<file path="src/rtl/tcw_pkg.sv">
`default_nettype none

package tcw_pkg;

  // Default screen geometry
  localparam int SCREEN_COLS_DEF = 80;
  localparam int SCREEN_ROWS_DEF = 25;

  // Field widths of the words on the ports
  localparam int KIND_W  = 1;
  localparam int CHAR_W  = 8;
  localparam int ROW_W   = 5;
  localparam int COL_W   = 7;
  localparam int BYTE_W  = 8;
  localparam int CELL_W  = 16;

  localparam logic [BYTE_W-1:0] TEXT_COLOR_RESET = 8'h07;
  localparam logic [CELL_W-1:0] CLEAR_CELL       = 16'h0720;

  localparam logic [CHAR_W-1:0] CH_NEWLINE    = 8'h0A;
  localparam logic [CHAR_W-1:0] CH_SPACE      = 8'h20;
  localparam logic [CHAR_W-1:0] CH_QUOTE      = 8'h27;
  localparam logic [CHAR_W-1:0] CH_COLON      = 8'h3A;
  localparam logic [CHAR_W-1:0] CH_BACKSLASH  = 8'h5C;
  localparam logic [CHAR_W-1:0] CH_UNDERSCORE = 8'h5F;
  localparam logic [CHAR_W-1:0] CH_DIGIT_0    = 8'h30;
  localparam logic [CHAR_W-1:0] CH_DIGIT_9    = 8'h39;
  localparam logic [CHAR_W-1:0] CH_UPPER_A    = 8'h41;
  localparam logic [CHAR_W-1:0] CH_UPPER_Z    = 8'h5A;
  localparam logic [CHAR_W-1:0] CH_LOWER_A    = 8'h61;
  localparam logic [CHAR_W-1:0] CH_LOWER_Z    = 8'h7A;

  typedef enum logic [KIND_W-1:0] {
    KIND_PUT  = 1'b0,
    KIND_READ = 1'b1
  } tcw_kind_e;

  typedef enum logic [2:0] {
    ST_CLEAR,
    ST_IDLE,
    ST_READ,
    ST_PUT,
    ST_SCROLL,
    ST_FILL,
    ST_DONE
  } tcw_state_e;

  typedef struct packed {
    tcw_kind_e         kind;
    logic [CHAR_W-1:0] char_code;
    logic [ROW_W-1:0]  read_row;
    logic [COL_W-1:0]  read_col;
  } tcw_item_t;

  typedef struct packed {
    logic [ROW_W-1:0]  cursor_row;
    logic [COL_W-1:0]  cursor_col;
    logic [BYTE_W-1:0] cell_glyph;
    logic [BYTE_W-1:0] cell_color;
  } tcw_result_t;

  // Glyphs that one put word expands to
  typedef struct packed {
    logic                    newline;
    logic [1:0]              count;
    logic [2:0][CHAR_W-1:0]  glyph;
  } tcw_seq_t;

endpackage

`default_nettype wire

</file>
<file path="src/rtl/tcw_glyph_encoder.sv">
`default_nettype none

module tcw_glyph_encoder import tcw_pkg::*; (
  input  logic [CHAR_W-1:0] char_i,
  output tcw_seq_t          seq_o
);

  function automatic logic [CHAR_W-1:0] hex_digit(input logic [3:0] nib);
    logic [CHAR_W-1:0] r;
    if (nib < 4'd10) begin
      r = CH_DIGIT_0 + CHAR_W'(nib);
    end else begin
      r = CH_UPPER_A + CHAR_W'(nib - 4'd10);
    end
    return r;
  endfunction

  logic plain;

  assign plain = ((char_i >= CH_LOWER_A) && (char_i <= CH_LOWER_Z)) ||
                 ((char_i >= CH_UPPER_A) && (char_i <= CH_UPPER_Z)) ||
                 ((char_i >= CH_DIGIT_0) && (char_i <= CH_DIGIT_9)) ||
                 (char_i == CH_BACKSLASH) || (char_i == CH_SPACE) ||
                 (char_i == CH_QUOTE) || (char_i == CH_COLON) ||
                 (char_i == CH_UNDERSCORE);

  always_comb begin
    seq_o.newline = 1'b0;
    seq_o.count   = 2'd1;
    seq_o.glyph   = '0;
    if (char_i == CH_NEWLINE) begin
      seq_o.newline = 1'b1;
      seq_o.count   = 2'd0;
    end else if (plain) begin
      seq_o.glyph[0] = char_i;
    end else begin
      // Unprintable bytes are shown as a backslash and two hex digits.
      seq_o.count    = 2'd3;
      seq_o.glyph[0] = CH_BACKSLASH;
      seq_o.glyph[1] = hex_digit(char_i[7:4]);
      seq_o.glyph[2] = hex_digit(char_i[3:0]);
    end
  end

endmodule

`default_nettype wire

</file>
<file path="config.mk">
export PLATFORM = sky130hd
export DESIGN_NAME = tcw_glyph_encoder
export DESIGN_NICKNAME = d
export VERILOG_FILES = /design/src/rtl/tcw_pkg.sv /design/src/rtl/tcw_glyph_encoder.sv
export SDC_FILE = /design/constraint.sdc
export NUM_CORES = 1
export LEC_CHECK = 0
export BUFFER_PORTS_ARGS = -buffer_cell sky130_fd_sc_hd__buf_4
export CAP_MARGIN = 20
export CORE_AREA = 3 3 43 45
export DETAILED_ROUTE_END_ITERATION = 16
export DIE_AREA = 0 0 46 48
export PLACE_DENSITY_LB_ADDON = 0.2
export SLEW_MARGIN = 0
export SYNTH_ARGS = -nofsm -noshare
export SYNTH_HDL_FRONTEND = slang
export SYNTH_SLANG_ARGS = --single-unit
</file>
<file path="constraint.sdc">
create_clock -name vclk -period 4.8
set_input_delay 0.48 -clock vclk [all_inputs]
set_output_delay 0.48 -clock vclk [all_outputs]
set_load 0.01 [all_outputs]
</file>
==> run_results.csv <==
group,metric,value,unit
final_layout,nClkBuffers,0,
timing,setup_viol,0,
worst_hold_path,min_from,"char_i[5]",
synthesis,syn_area_per_cell,7.170,µm²
synthesis,synth_compound_area_frac,0.1715,
critical_path,crit_arrival,2330,ps
global_routing,grt_use_total,0.1861,
die,dieHeight,48,µm
final_layout,area_delta_synth_final,24.28,%
synthesis,ys.warnings.count,0,
global_routing,grt_max_degree,20,
routing,postRouteWirelength,1945,µm
placement,placed_cells,157,
critical_path,path_cells,"buf_4, inv_1, ha_1, o211ai_1, a22o_1, a22oi_2, nand3_4, a211oi_1, buf_4",
clock_tree,holdBufCountCts,0,
final_layout,num-nets-final,169,
timing,fin_ws,1994,ps
synthesis,synth_area,824.5,µm²
die,fp.dieArea,2208,µm²
synthesis,yosysSeqAreaShare,0,
final_layout,seq_cell_count,0,
global_routing,grt_overflow_total,0,
worst_hold_path,hold_path_class,"primary input to primary output",
clock_tree,cts_setup_buffers,0,
synthesis,synth-simple-area-share,0.2792,
die,die_w,46,µm
worst_hold_path,hold_end,"seq_o[5]",
critical_path,worstSetupStartpointType,"primary input",
critical_path,path_common_cell,"buf_4",
timing,drv_slew,0,
synthesis,synthCells,115,
die,start_util,0.5473,
routing,ant_nets,0,
placement,gp_congestion,0.8863,
critical_path,path_buf_inv,3,
pwr,power_density,108.2,nW/µm²
synthesis,synth_top_area_frac,0.2731,
timing,fmax,356.4,MHz
synthesis,synth_area_leader_cell,"ha_1",
routing,dr_total_vias,838,
critical_path,critPathRequiredTime,4320,ps
synthesis,synthMuxAreaShare,0.05008,
routing,drt_pass1_iterations,4,
critical_path,cp_max_fo,19,
job,maxCapViolCount,0,
critical_path,cp_slowest_cell,"a211oi_1",
synthesis,synth_adder_area_share,0.2731,
run_status,status,"finished clean",
critical_path,critPathKind,"primary input to primary output",
placement,hpwl,1565,µm
synthesis,synth_top_family_by_area,"simple AND/OR/NAND/NOR gates",
timing,fin_hold_ws,1346,ps
timing,min_period_over_period,0.5846,
critical_path,cp_top_family,"compound AO/OA/AOI/OAI gates",
die,io_pins,35,
critical_path,max_stage_delay,290,ps
final_layout,drive_above_1_share,0.2908,
final_layout,n_antenna_cell,0,
global_routing,grt_pass1_vias,736,
routing,wl_per_cell,12.39,µm
placement,pre_cts_ws,1986,ps
timing,fin_tns_setup,0,ps
timing,min_period,2806,ps
global_routing,grt_pass1_wl,3187,µm
pwr,leakage,0.5458,nW
placement,portBuffers,32,
routing,via_per_inst,5.338,
timing,rsz0062_at_grt,"no",
synthesis,synthTopCellsByArea,"ha_1, nand2_1, buf_4",
global_routing,antenna_found_initial,0,
clock_tree,ctsResizeCount,0,
routing,drc,0,
final_layout,stdcell_count,157,
critical_path,cp-end-kind,"primary output",
worst_hold_path,min_path_cells,3,
pwr,peakVddDrop,63.45,µV
timing,hold_viol,0,
die,rows,14,
final_layout,seqCellArea,0,µm²
synthesis,synth.distinct_cells,33,
die,core_area,1506,µm²
routing,drt_iter0_drc,11,
synthesis,synth_xor_area_frac,0.08498,
## power breakdown
group	internal [mW]	total, mW	switching [mW]
Clock	0	0	0
Combinational	0.0523	0.111	0.0585
Sequential	0	0	0
## cell type report
class / count / area (µm²)
multi-input cells: 97 / 719.4
fillers: 133 / 481.7
repair buffers: 32 / 240.2
inverters: 12 / 45.04
well taps: 16 / 20.02
## metrics by stage
| stage | util | area, µm² | power (mW) |
|---|---|---|---|
| after detailed placement | 0.6802 | 1025 | 0.1114 |
| after CTS | 0.6802 | 1025 | 0.1118 |
| after global placement | 0.6802 | 1025 | 0.1093 |
| after global routing | 0.6802 | 1025 | 0.1235 |
| after floorplan | - | 832.0 | 0.06961 |
| final | 0.6802 | 1025 | 0.1109 |
## tightest hold or removal path, cell delays in order
cell,delay [ps]
buf_4,120
and3_1,150
buf_4,110
## cells in the mapped netlist, drive strengths merged
cell type and number:
and4b 1, a22o 1, conb 1, a211oi 4, xor2 3, buf 8
mux2 1, nor3 2, mux2i 3, nand2 13, or2b 1, and3 3
a22oi 2, o2111ai 1, and2b 2, ha 18, nand4b 1, nand3b 1
nand3 3, o211ai 1, nor3b 1, xnor2 5, nand4 1, inv 12
o21ai 6, o22ai 1, a21oi 6, and2 1, nor2 12
## cell usage in the layout, fill, tap and decap left out
cell type	Yosys	layout
buf_4	6	32
ha_1	18	18
nand2_1	13	13
inv_1	12	12
nor2_1	12	12
o21ai_0	6	6
a21oi_1	6	6
xnor2_1	5	5
a211oi_1	4	4
xor2_1	3	3
mux2i_1	3	3
conb_1	1	3
and2b_2	2	2
nor3_1	2	2
nand3_1	2	2
and3_1	2	2
nand4_1	1	1
o2111ai_1	1	1
nor3b_2	1	1
or2b_2	1	1
nand4b_1	1	1
o22ai_1	1	1
a22oi_1	1	1
o211ai_1	1	1
and4b_1	1	1
a22o_1	1	1
and2_2	1	1
a22oi_2	1	1
nand3_4	1	1
mux2_2	1	1
nand3b_1	1	1
and3_2	1	1
## layer usage
metal	vias up	global-route usage	part of all wire
met5	-	0	0
met1	379	0.2587	0.46
met4	0	0	0
li1	434	-	-
met3	0	0.007519	0.058
met2	25	0.3352	0.48
## kinds of logic (layout without fill, tap and decap cells)
family / after synthesis / count (layout)
other cells: 1 / 3
buf+inv: 20 / 44
mux: 4 / 4
xor+xnor: 8 / 8
simple gates: 42 / 42
compound gates: 22 / 22
fa+ha+maj: 18 / 18
## how the worst max path moves through the flow
stage | depth (start not counted) | startpoint | slack [ps] | to
global placement | 9 | char_i[5] | 2030 | seq_o[9]
finish | 9 | char_i[5] | 1990 | seq_o[9]
detailed placement | 9 | char_i[5] | 1990 | seq_o[9]
floorplan | 7 | char_i[5] | 2410 | seq_o[9]
CTS | 9 | char_i[5] | 1970 | seq_o[9]
global route | 9 | char_i[5] | 1780 | seq_o[9]
(Power assumes the default switching activity.)
